$ cat src/design/rrts_pkg.sv
package rrts_pkg;

  typedef enum logic [2:0] {
    REQ_CREATE  = 3'd0,
    REQ_TICK    = 3'd1,
    REQ_BLOCK   = 3'd2,
    REQ_UNBLOCK = 3'd3,
    REQ_SLEEP   = 3'd4,
    REQ_EXIT    = 3'd5
  } req_e;

  typedef enum logic [2:0] {
    ST_UNUSED   = 3'd0,
    ST_READY    = 3'd1,
    ST_RUNNING  = 3'd2,
    ST_BLOCKED  = 3'd3,
    ST_SLEEPING = 3'd4,
    ST_EXITED   = 3'd5
  } slot_st_e;

  localparam logic [1:0] STATUS_DONE    = 2'd0;
  localparam logic [1:0] STATUS_NO_SLOT = 2'd1;
  localparam logic [1:0] STATUS_IGNORED = 2'd2;

  typedef struct packed {
    logic [2:0]  req_type;
    logic [5:0]  task_index;
    logic [63:0] now_ms;
    logic [31:0] sleep_ms;
  } req_t;

  typedef struct packed {
    logic [1:0] status;
    logic [5:0] cur_slot;
    logic       switched;
    logic [5:0] new_task;
    logic       ready_empty;
  } rsp_t;

  // Datapath commands
  typedef enum logic [3:0] {
    OP_NONE,
    OP_LATCH,     // capture request
    OP_SCAN_RD,   // issue read of scan slot
    OP_SCAN_EVAL, // act on scan slot data
    OP_CHARGE,    // run_ticks[running]++
    OP_SET_CUR,   // slot_state[running] <= cmd.st, sleep writes wake
    OP_UNBLOCK,   // test and push task_index
    OP_POP_RD,    // read fifo head
    OP_SWITCH,    // apply switch
    OP_RESULT     // build response
  } op_e;

  typedef struct packed {
    op_e        op;
    slot_st_e   st;
    logic [1:0] status;
  } cmd_t;

  typedef struct packed {
    logic scan_last;
    logic found;
    logic queue_nonempty;
    logic cur_nonzero;
    logic unblock_ok;
  } stat_t;

endpackage

$ cat src/design/rrts_ctrl.sv
module rrts_ctrl (
  input  logic            clk_i,
  input  logic            rst_ni,
  input  logic            sched_enabled_i,
  input  logic            in_valid_i,
  output logic            in_ready_o,
  input  rrts_pkg::req_t  req_i,
  input  rrts_pkg::stat_t stat_i,
  output rrts_pkg::cmd_t  cmd_o,
  output logic            out_valid_o,
  input  logic            out_ready_i
);
  typedef enum logic [3:0] {
    S_IDLE, S_DECODE, S_SCAN_RD, S_SCAN_EV, S_CHG_RD, S_CHARGE,
    S_PRE_SW, S_POP_RD, S_SWITCH, S_RESULT, S_OUT
  } state_e;

  state_e state_q, state_d;
  logic [2:0] req_q;
  logic [1:0] status_d;
  logic [1:0] status_q;

  assign in_ready_o  = (state_q == S_IDLE);
  assign out_valid_o = (state_q == S_OUT);

  always_comb begin
    state_d  = state_q;
    status_d = status_q;
    cmd_o.op = rrts_pkg::OP_NONE;
    cmd_o.st = rrts_pkg::ST_RUNNING;
    cmd_o.status = status_q;
    case (state_q)
      S_IDLE: if (in_valid_i) begin
        cmd_o.op = rrts_pkg::OP_LATCH;
        state_d  = S_DECODE;
        status_d = rrts_pkg::STATUS_DONE;
      end
      S_DECODE: begin
        case (req_q)
          rrts_pkg::REQ_CREATE: state_d = S_SCAN_RD;
          rrts_pkg::REQ_TICK: begin
            if (sched_enabled_i) state_d = S_CHG_RD;
            else begin
              status_d = rrts_pkg::STATUS_IGNORED;
              state_d  = S_RESULT;
            end
          end
          rrts_pkg::REQ_BLOCK: begin
            cmd_o.op = rrts_pkg::OP_SET_CUR;
            cmd_o.st = rrts_pkg::ST_BLOCKED;
            state_d  = S_PRE_SW;
          end
          rrts_pkg::REQ_UNBLOCK: begin
            if (stat_i.unblock_ok) cmd_o.op = rrts_pkg::OP_UNBLOCK;
            else status_d = rrts_pkg::STATUS_IGNORED;
            state_d = S_RESULT;
          end
          rrts_pkg::REQ_SLEEP: begin
            cmd_o.op = rrts_pkg::OP_SET_CUR;
            cmd_o.st = rrts_pkg::ST_SLEEPING;
            state_d  = sched_enabled_i ? S_PRE_SW : S_RESULT;
          end
          rrts_pkg::REQ_EXIT: begin
            cmd_o.op = rrts_pkg::OP_SET_CUR;
            cmd_o.st = rrts_pkg::ST_EXITED;
            state_d  = S_PRE_SW;
          end
          default: begin
            status_d = rrts_pkg::STATUS_IGNORED;
            state_d  = S_RESULT;
          end
        endcase
      end
      S_CHG_RD: state_d = S_CHARGE;
      S_CHARGE: begin
        cmd_o.op = rrts_pkg::OP_CHARGE;
        state_d  = S_SCAN_RD;
      end
      S_SCAN_RD: begin
        cmd_o.op = rrts_pkg::OP_SCAN_RD;
        state_d  = S_SCAN_EV;
      end
      S_SCAN_EV: begin
        cmd_o.op = rrts_pkg::OP_SCAN_EVAL;
        if (stat_i.scan_last) begin
          if (req_q == rrts_pkg::REQ_CREATE) state_d = S_RESULT;
          else state_d = S_PRE_SW;
        end else state_d = S_SCAN_RD;
      end
      S_PRE_SW: begin
        if (stat_i.queue_nonempty &&
            (req_q != rrts_pkg::REQ_TICK || stat_i.cur_nonzero)) state_d = S_POP_RD;
        else state_d = S_RESULT;
      end
      S_POP_RD: state_d = S_SWITCH;
      S_SWITCH: begin
        cmd_o.op = rrts_pkg::OP_SWITCH;
        state_d  = S_RESULT;
      end
      S_RESULT: begin
        cmd_o.op = rrts_pkg::OP_RESULT;
        state_d  = S_OUT;
      end
      S_OUT: if (out_ready_i) state_d = S_IDLE;
      default: state_d = S_IDLE;
    endcase
  end

  always_ff @(posedge clk_i or negedge rst_ni) begin
    if (!rst_ni) begin
      state_q  <= S_IDLE;
      req_q    <= '0;
      status_q <= rrts_pkg::STATUS_DONE;
    end else begin
      state_q  <= state_d;
      status_q <= status_d;
      if (state_q == S_IDLE && in_valid_i) req_q <= req_i.req_type;
    end
  end

  assert property (@(posedge clk_i) disable iff (!rst_ni)
    (in_valid_i && in_ready_o) |=> state_q == S_DECODE)
    else $error("accept did not start decode");
  assert property (@(posedge clk_i) disable iff (!rst_ni)
    state_q == S_RESULT |=> out_valid_o)
    else $error("result not presented");
  assert property (@(posedge clk_i) disable iff (!rst_ni) !(in_ready_o && out_valid_o))
    else $error("overlap of transactions");
endmodule

$ cat config.mk
export PLATFORM = sky130hd
export DESIGN_NAME = rrts_ctrl
export DESIGN_NICKNAME = d
export VERILOG_FILES = /design/src/design/rrts_pkg.sv /design/src/design/rrts_ctrl.sv
export SDC_FILE = /design/constraint.sdc
export NUM_CORES = 1
export LEC_CHECK = 0
export ABC_AREA = 1
export ABC_CLOCK_PERIOD_IN_PS = 2650
export BUFFER_PORTS_ARGS = -buffer_cell sky130_fd_sc_hd__clkbuf_2
export CORE_AREA = 2 2 51 57
export CTS_CLUSTER_SIZE = 30
export DETAILED_ROUTE_END_ITERATION = 7
export DIE_AREA = 0 0 53 59
export GPL_TIMING_DRIVEN = 0
export PLACE_DENSITY = 0.89
export SLEW_MARGIN = 10
export SYNTH_ARGS = -nofsm -noshare
export SYNTH_HDL_FRONTEND = slang
export SYNTH_SLANG_ARGS = --single-unit
$ cat constraint.sdc
create_clock -name clk_i -period 2.65 [get_ports clk_i]
set_input_delay 0.6625 -clock clk_i [delete_from_list [all_inputs] [get_ports clk_i]]
set_output_delay 0.6625 -clock clk_i [all_outputs]
set_load 0.02 [all_outputs]
==> impl_metrics.py, run 1 <==
metrics = {
    "clocking": {
        "htree_levels": 1,
        "cts_buffers": 3,
        "cts_resized": 0,
        "clock_sinks": 8,
        "cts_tree": "yes",
        "clock_latency_ns": 0.26,
        "cts_setup_buffers": 0,
        "root_buffer": "clkbuf_4",
        "cts.clk_slew.worst_paths_ns": 0.05,
        "cts_hold_buf": 0,
        "clk_path_buf_depth": 2,
    },
    "detailed_routing": {
        "drt_iter0_markers": 3,
        "drc": 0,
        "wl_per_cell_um": 9.54,
        "route.vias.total": 761,
        "firstDrtPassIters": 4,
        "viasPerCell": 4.56,
        "ant_nets": 0,
        "routed_wl_um": 1590,
    },
    "cells_and_area": {
        "drive_above_1_share_pct": 25.0,
        "fillerInstances": 286,
        "nNetsFinal": 253,
        "stdcell_area_um2": 830,
        "antenna_cells": 0,
        "syn_to_final_growth_pct": 25.1,
        "final_cells": 167,
    },
    "floorplan": {
        "dieArea_mm2": 0.00313,
        "initial_core_util_pct": 26.6,
        "rows": 19,
        "core-area_mm2": 0.00250,
        "die_y_um": 59,
        "die_x_um": 53,
        "io_pins": 126,
    },
    "yosys": {
        "synth_most_common_cell": "nand2_1",
        "ys_async_sr_fraction_pct": 100,
        "syn_nets": 227,
        "ys_ff_latch": 8,
        "synth_top_area_cell": "dfrtp_1",
        "postSynthAreaPerCell_um2": 5.92,
        "ys_warn_count": 0,
        "synth_ff_type": "dfrtp_1",
        "ys_top_cells_by_count": "32 x nand2_1, 19 x nor2_1, 13 x inv_1",
        "synth_area_um2": 663,
        "synth_edf_count": 0,
        "syn_inst": 112,
        "ys_seq_area_share_pct": 30.2,
        "synth_top_area_share_pct": 30.2,
        "synth.area.top_cells": "dfrtp_1 30%, nand2_1 18%, nor2_1 11%, nand3_1 8.3%, inv_1 7.4%",
        "synth_cell_types": 19,
    },
    "power": {
        "combinationalPowerShare_pct": 63.1,
        "power_density_mw_per_mm2": 1160,
        "p_switching_uw": 523,
        "power_uw": 962,
        "leakagePower_uw": 0.000461,
        "pwr-share-seq_pct": 27.1,
        "p_clk_share_pct": 9.8,
        "peakVddDrop_uv": 646,
        "p_int_uw": 439,
        "sw_frac_of_total_pct": 54.4,
    },
    "place": {
        "numPortBuffers": 21,
        "place_area_um2": 807,
        "dp_cells": 164,
        "dpl.hpwl_um": 1370,
        "routabilityCongestion": 0.905,
    },
    "timing": {
        "setup-tns-final_ns": 0,
        "maxSlewViolCount": 0,
        "finalHoldViolations": 0,
        "finalCritPeriodShare_pct": 86.0,
        "fin_crit_ns": 2.28,
        "fmax_mhz": 439,
        "finalSetupViolCount": 0,
        "rsz0062_at_grt": "no",
        "clock_skew_ns": 0.00106,
    },
    "job": {
        "maxCapViolations": 0,
    },
    "setup_path": {
        "critPathSlowestCell": "dfrtp_1",
        "end_kind": "output pin",
        "crit_chain": "inv_1 > nand2_1 > nor2_4 > inv_2 > or2_1 > o21ai_1 > clkbuf_2",
        "cp.arrival_ns": 1.62,
        "cpPeakStageDelay_ns": 0.42,
        "cp_max_fo": 6,
        "r2r_cells": 5,
        "worstPathRequired_ns": 1.99,
        "crit_path_start_kind": "flop",
        "setup.worst_path.class": "flop to output pin",
    },
    "global_routing": {
        "gr-total-overflow": 0,
        "grt_pass1_wl_um": 2900,
        "grt_max_degree": 9,
        "grt_use_total_pct": 12.3,
        "antenna_found_initial": 0,
        "grt_pass1_vias": 703,
    },
    "min_path": {
        "hp-class": "input port to async pin",
    },
    "run_status": {
        "outcome": "complete, no violations",
    },
}
sequential cells by signal, indices dropped and copies added, names as in the netlist:
signal    count
req_q         3
state_q       4
status_q      1
layer usage:
metal | part of all wire, % | wire [µm] | vias up | track usage (%)
li1 | - | - | 407 | -
met1 | 46 | 735 | 329 | 16.5
met2 | 45 | 718 | 22 | 19.1
met3 | 7.7 | 122 | 3 | 3.03
met4 | 1.1 | 18 | 0 | 4.40
met5 | 0 | 0 | - | 0
final cells by class:
type / instances / area, µm² / area share (%)
clock buffers: 3 / 22.5 / 2.71
inverters: 18 / 67.6 / 8.14
repair buffers: 21 / 105 / 12.7
flip-flops and latches: 8 / 200 / 24.1
multi-input cells: 85 / 388 / 46.8
well taps: 31 / 38.8 / 4.68
plain buffers: 1 / 7.51 / 0.905
power by group through the flow:
stage	sequential, µW	clock, µW	combinational, µW
after floorplan	255	0	454
after global placement	259	0	600
after detailed placement	261	0	611
after CTS	259	97.8	613
after global routing	272	105	703
final	261	94.0	607
per-stage QoR:
stage                     util [%]  hold WS (ns)  setup WS, ns
after floorplan                  -         0.367         0.688
after global placement        32.3         0.515         0.603
after detailed placement      32.3         0.514         0.595
after CTS                     33.2         0.235         0.356
after global routing          33.2         0.240         0.238
final                         33.2         0.238         0.372
worst max-delay path, delay by kind of cell, from the launching register on:
| kind | cells | cell delay, ns |
|---|---|---|
| and+or+nand+nor | 3 | 0.53 |
| DFF | 1 | 0.42 |
| buffers and inverters | 3 | 0.34 |
| AOI/OAI and AO/OA | 1 | 0.08 |
path summary, 6_finish.rpt:
path	from	end	slack, ns
worst min register to register	status_q[1]	status_q[1]	0.53
worst max-delay path	state_q[2]	cmd_o[6]	0.37
worst max register to register	state_q[2]	req_q[1]	1.39
max in group asynchronous	rst_ni	req_q[2]	2.24
min in group clk_i	status_q[1]	status_q[1]	0.53
worst min-delay path	rst_ni	status_q[1]	0.24
logic make-up (layout without fill, tap and decap cells):
logic type,count (synthesis),in the layout,synth area share [%]
other,1,1,0.565
AO/OA/AOI/OAI,11,11,8.87
buffers and inverters,19,43,11.3
AND/OR/NAND/NOR,73,73,49.1
flip-flops,8,8,30.2
cells in the final DEF, fill, tap and decap left out:
master and count:
inv_1 13, o21ai_1 3, nand4_1 5, nand2_2 1, inv_2 5, o21ai_0 4, a21oi_1 3, nor3_2 1
dfrtp_1 8, nand3b_1 1, clkbuf_2 21, nand3_1 11, clkbuf_4 3, buf_4 1, or2_1 1, nor2_2 1
nor2_4 1, o2111ai_1 1, nor2_1 19, conb_1 1, nand2_1 32
Power figures use the tool's default switching activity.
==> run 2, diff against run 1 <==
--- a/config.mk
+++ b/config.mk
@@ -6,14 +6,14 @@
 export NUM_CORES = 1
 export LEC_CHECK = 0
 export ABC_AREA = 1
-export ABC_CLOCK_PERIOD_IN_PS = 2650
+export ABC_CLOCK_PERIOD_IN_PS = 1850
 export BUFFER_PORTS_ARGS = -buffer_cell sky130_fd_sc_hd__clkbuf_2
-export CORE_AREA = 2 2 51 57
+export CORE_AREA = 2 2 55 62
 export CTS_CLUSTER_SIZE = 30
 export DETAILED_ROUTE_END_ITERATION = 7
-export DIE_AREA = 0 0 53 59
+export DIE_AREA = 0 0 57 64
 export GPL_TIMING_DRIVEN = 0
-export PLACE_DENSITY = 0.89
+export PLACE_DENSITY = 0.8
 export SLEW_MARGIN = 10
 export SYNTH_ARGS = -nofsm -noshare
 export SYNTH_HDL_FRONTEND = slang
==> constraint.sdc (replaced) <==
create_clock -name clk_i -period 1.85 [get_ports clk_i]
set_input_delay 0.4625 -clock clk_i [delete_from_list [all_inputs] [get_ports clk_i]]
set_output_delay 0.4625 -clock clk_i [all_outputs]
set_load 0.02 [all_outputs]
==> run 2 against run 1 <==
Compared with the run above: critical path type unchanged; highest routed layer unchanged; the run now ends with setup timing left; flip-flop and latch count unchanged; global-route usage fell by 0.61 points; largest cell class unchanged; cell area increased by 27%; critical path depth is the same; largest power group unchanged.
==> impl_metrics.py, run 2 (synthesis results as in run 1) <==
metrics = {
    "run_status": {
        "outcome": "finished with violations",
        "violations": "setup timing",
    },
    "setup_path": {
        "worstPathRequired_ns": 1.39,
        "reg2reg_slack_ns": 0.37,
        "end_kind": "output pin",
        "regToRegStartpoint": "state_q[1]",
        "crit_path_start_kind": "flop",
        "setup.worst_path.class": "flop to output pin",
        "r2r_cells": 8,
        "cp.arrival_ns": 1.47,
        "cp_max_fo": 5,
        "r2r-end": "req_q[2]",
    },
    "detailed_routing": {
        "wl_per_cell_um": 11.1,
        "firstDrtPassIters": 4,
        "drt_iter0_markers": 22,
        "drc": 0,
        "routed_wl_um": 2080,
        "viasPerCell": 4.61,
        "route.vias.total": 863,
        "ant_nets": 0,
    },
    "timing": {
        "finalSetupViolCount": 3,
        "holdWs_ns": 0.0495,
        "clock_skew_ns": 0.00251,
        "finalCritPeriodShare_pct": 104,
        "finalHoldViolations": 0,
        "fmax_mhz": 517,
        "maxSlewViolCount": 0,
        "rsz0062_at_grt": "yes",
        "fin_crit_ns": 1.93,
        "setup_ws_ns": -0.0828,
    },
    "place": {
        "dpl.hpwl_um": 1440,
        "routabilityCongestion": 0.802,
        "place_area_um2": 811,
        "numPortBuffers": 21,
    },
    "power": {
        "combinationalPowerShare_pct": 71.7,
        "peakVddDrop_uv": 888,
        "power_density_mw_per_mm2": 1760,
        "leakagePower_uw": 0.000575,
        "p_switching_uw": 905,
        "p_clk_share_pct": 7.0,
        "p_int_uw": 952,
        "sw_frac_of_total_pct": 48.7,
        "pwr-share-seq_pct": 21.3,
        "power_uw": 1860,
    },
    "floorplan": {
        "initial_core_util_pct": 22.1,
        "die_x_um": 57,
        "rows": 21,
        "core-area_mm2": 0.00300,
        "die_y_um": 64,
        "dieArea_mm2": 0.00365,
        "io_pins": 126,
    },
    "clocking": {
        "cts.clk_slew.worst_paths_ns": 0.05,
        "clk_path_buf_depth": 2,
        "clock_latency_ns": 0.25,
        "htree_levels": 1,
        "cts_buffers": 3,
        "cts_tree": "yes",
        "clock_sinks": 8,
        "root_buffer": "clkbuf_4",
        "cts_hold_buf": 0,
    },
    "cells_and_area": {
        "antenna_cells": 0,
        "drive_above_1_share_pct": 45.1,
        "largest-register": "state_q",
        "layout_common_cells": "28 x nand2_1, 20 x buf_4, 15 x clkbuf_2, 14 x nor2_1, 12 x inv_1",
        "largest_reg_flops": 4,
        "stdcell_area_mm2": 0.00105,
        "nNetsFinal": 270,
        "fillerInstances": 337,
        "final_common_cell": "nand2_1",
        "syn_to_final_growth_pct": 59.1,
        "reg_top3": "state_q x4, req_q x3, status_q x1",
    },
    "global_routing": {
        "grt_pass1_vias": 818,
        "gr-total-overflow": 0,
        "antenna_found_initial": 0,
        "grt_max_degree": 9,
        "grt_pass1_wl_um": 3370,
        "grt_use_total_pct": 11.7,
    },
    "job": {
        "maxCapViolations": 0,
    },
    "min_path": {
        "hp-class": "input port to async pin",
    },
}
==> run 2: routing by layer <==
metal,up-vias,wire length [µm],GRT usage [%]
met5,-,0,0
met4,0,23,3.20
met3,2,128,4.45
met2,31,1110,21.0
met1,389,810,12.6
li1,441,-,-
==> run 2: worst max-delay path by stage <==
stage / endpoint / start
after floorplan: cmd_o[3] / state_q[2]
after global placement: cmd_o[6] / state_q[2]
after detailed placement: cmd_o[6] / state_q[2]
after CTS: cmd_o[6] / state_q[3]
after global routing: cmd_o[7] / state_q[1]
final: cmd_o[6] / state_q[1]
==> run 2: repair_timing <==
item | 4_1_cts | 5_1_grt
buffers inserted | 13 | 4
resized for setup | 10 | 27
pin swaps | 1 | 3
endpoints found under the setup margin | 6 | 7
cloned | 0 | 0
==> run 2: per-stage QoR <==
step,cells,setup slack [ns],utilization [%],setup TNS (ns)
2_1_floorplan,112,0.0884,-,0
3_3_place_gp,167,0.0334,27.1,0
3_5_place_dp,167,0.0404,27.1,0
4_1_cts,183,-0.0701,32.0,-0.142
5_1_grt,187,-0.134,35.2,-0.450
6_report,187,-0.0828,35.2,-0.185
==> run 2: worst max-delay path: stages (launching register included) <==
cell and delay, ns:
dfrtp_2 0.44, inv_2 0.08, nand2_2 0.06, nor2_4 0.15, inv_2 0.06, or2_4 0.24, o21ai_2 0.07, buf_6 0.13
==> run 2: layout make-up <==
type	count	area (µm²)	share of cell area, %
multi-input combinational	85	443	42.0
sequential	8	205	19.5
buffer	1	7.51	0.712
timing repair buffer	38	267	25.3
tap	34	42.5	4.03
inverter	18	67.6	6.41
clock buffer	3	22.5	2.14
==> run 2: power by group through the flow <==
stage | Combinational [µW] | Clock [µW] | Sequential, µW
after floorplan | 651 | 0 | 366
after global placement | 863 | 0 | 373
after detailed placement | 875 | 0 | 377
after CTS | 1110 | 135 | 370
after global routing | 1450 | 145 | 410
final | 1330 | 129 | 396
==> run 3, diff against run 2 <==
--- a/config.mk
+++ b/config.mk
@@ -14,7 +14,9 @@
 export DIE_AREA = 0 0 57 64
 export GPL_TIMING_DRIVEN = 0
 export PLACE_DENSITY = 0.8
+export SKIP_CTS_REPAIR_TIMING = 1
 export SLEW_MARGIN = 10
 export SYNTH_ARGS = -nofsm -noshare
 export SYNTH_HDL_FRONTEND = slang
 export SYNTH_SLANG_ARGS = --single-unit
+export TNS_END_PERCENT = 100
==> run 3 against run 2 <==
Compared with the run above: the flow still finishes with violations (setup timing); critical path depth did not move; sequential share of layout area rose by 3.0 points; combinational power fell by 24%; critical path type unchanged; largest cell class unchanged; largest power group unchanged.
==> impl_metrics.py, run 3 (synthesis results as in run 1) <==
metrics = {
    "cells_and_area": {
        "final_cells": 176,
        "final_common_cell": "nand2_1",
        "multi_input_area_um2": 405,
        "nNetsFinal": 259,
        "reg_top3": "state_q x4, req_q x3, status_q x1",
        "utilization_pct": 30.5,
        "largest-register": "state_q",
        "layout_common_cells": "30 x nand2_1, 18 x nor2_1, 16 x clkbuf_2, 12 x inv_1, 11 x nand3_1",
        "antenna_cells": 0,
        "fillerInstances": 354,
        "seq_area_um2": 205,
        "syn_to_final_growth_pct": 37.9,
        "drive_above_1_share_pct": 33.8,
        "largest_reg_flops": 4,
    },
    "detailed_routing": {
        "firstDrtPassIters": 4,
        "ant_nets": 0,
        "wl_per_cell_um": 9.65,
        "route.vias.total": 778,
        "drc": 0,
        "viasPerCell": 4.42,
        "routed_wl_um": 1700,
        "drt_iter0_markers": 28,
    },
    "job": {
        "maxCapViolations": 0,
    },
    "setup_path": {
        "reg2reg_slack_ns": 0.62,
        "crit_path_start_kind": "flop",
        "r2r-end": "state_q[1]",
        "r2r_cells": 6,
        "worstPathRequired_ns": 1.39,
        "end_kind": "output pin",
        "regToRegStartpoint": "req_q[2]",
        "cp.arrival_ns": 1.46,
        "setup.worst_path.class": "flop to output pin",
        "cp_max_fo": 4,
    },
    "power": {
        "p_clk_share_pct": 8.4,
        "combinationalPowerShare_pct": 65.9,
        "p_int_uw": 744,
        "leakagePower_uw": 0.000494,
        "power_density_mw_per_mm2": 1680,
        "sw_frac_of_total_pct": 51.6,
        "pwr-share-seq_pct": 25.6,
        "peakVddDrop_uv": 780,
        "p_switching_uw": 794,
    },
    "floorplan": {
        "rows": 21,
        "dieArea_mm2": 0.00365,
        "die_x_um": 57,
        "die_y_um": 64,
        "core-area_mm2": 0.00300,
        "initial_core_util_pct": 22.1,
        "io_pins": 126,
    },
    "timing": {
        "finalSetupViolCount": 3,
        "rsz0062_at_grt": "yes",
        "fin_crit_ns": 1.93,
        "finalHoldViolations": 0,
        "maxSlewViolCount": 0,
        "fmax_mhz": 519,
        "finalCritPeriodShare_pct": 104,
        "clock_skew_ns": 0.00271,
        "setup_ws_ns": -0.0763,
    },
    "global_routing": {
        "grt_use_total_pct": 10.1,
        "gr-total-overflow": 0,
        "grt_pass1_vias": 723,
        "grt_max_degree": 9,
        "grt_pass1_wl_um": 2920,
        "antenna_found_initial": 0,
    },
    "run_status": {
        "outcome": "finished with violations",
        "violations": "setup timing",
    },
    "place": {
        "numPortBuffers": 21,
        "routabilityCongestion": 0.802,
        "dp_cells": 167,
        "dpl.hpwl_um": 1440,
    },
    "clocking": {
        "clock_latency_ns": 0.25,
        "clock_sinks": 8,
        "cts_tree": "yes",
        "cts.clk_slew.worst_paths_ns": 0.05,
        "root_buffer": "clkbuf_4",
        "clk_path_buf_depth": 2,
        "htree_levels": 1,
        "cts_buffers": 3,
    },
    "min_path": {
        "hp-class": "input port to async pin",
    },
}
==> run 3: cell types whose count changed in the layout (fill, tap and decap cells not counted), moves of 2 or more <==
cell	previous run	this run
nand2_1	28	30
buf_2	0	2
nor2_2	5	1
buf_6	3	1
buf_4	20	9
nor2_1	14	18
==> run 3: area by class of cell <==
class | count | share of cell area [%]
Multi-Input combinational cell | 85 | 44.3
Sequential cell | 8 | 22.4
Timing Repair Buffer | 27 | 17.6
Inverter | 18 | 7.66
Tap cell | 34 | 4.65
Clock buffer | 3 | 2.46
Buffer | 1 | 0.821
==> run 3: worst max path at each step <==
stage               start  endpoint  slack [ns]  depth (start not counted)
3_3_place_gp   state_q[2]  cmd_o[6]        0.03                          7
2_1_floorplan  state_q[2]  cmd_o[3]        0.09                          6
5_1_grt        state_q[3]  cmd_o[6]       -0.14                          7
3_5_place_dp   state_q[2]  cmd_o[6]        0.04                          7
6_report       state_q[3]  cmd_o[6]       -0.08                          7
4_1_cts        state_q[2]  cmd_o[6]       -0.24                          7
==> run 3: layer usage <==
layer	wire (µm)	part of all wire, %	up-vias	global-route usage, %
li1	-	-	423	-
met1	737	43	330	11.7
met2	833	49	25	17.2
met3	127	7.5	0	4.05
met4	0	0	0	2.03
met5	0	0	-	0
==> run 3: through the flow <==
step	total power, µW	worst slack, ns	TNS (ns)	area, µm²	hold slack (ns)
floorplan	1020	0.0884	0	663	0.167
CTS	1390	-0.242	-0.825	833	0.0449
finish	1540	-0.0763	-0.166	915	0.0452
detailed placement	1250	0.0404	0	811	0.317
global placement	1240	0.0334	0	811	0.314
global route	1690	-0.144	-0.413	915	0.0482
==> run 3: power groups by stage <==
stage | registers, µW | clock network (µW) | logic [µW]
4_1_cts | 374 | 135 | 879
5_1_grt | 409 | 144 | 1140
6_report | 394 | 130 | 1010
3_5_place_dp | 377 | 0 | 875
2_1_floorplan | 366 | 0 | 651
3_3_place_gp | 373 | 0 | 863
==> run 3: critical path: stages, from the launching register on <==
cell     delay [ns]
dfrtp_1        0.41
inv_2          0.10
nand2_4        0.07
nor2_4         0.13
inv_2          0.05
or2_1          0.21
o21ai_1        0.09
buf_4          0.16
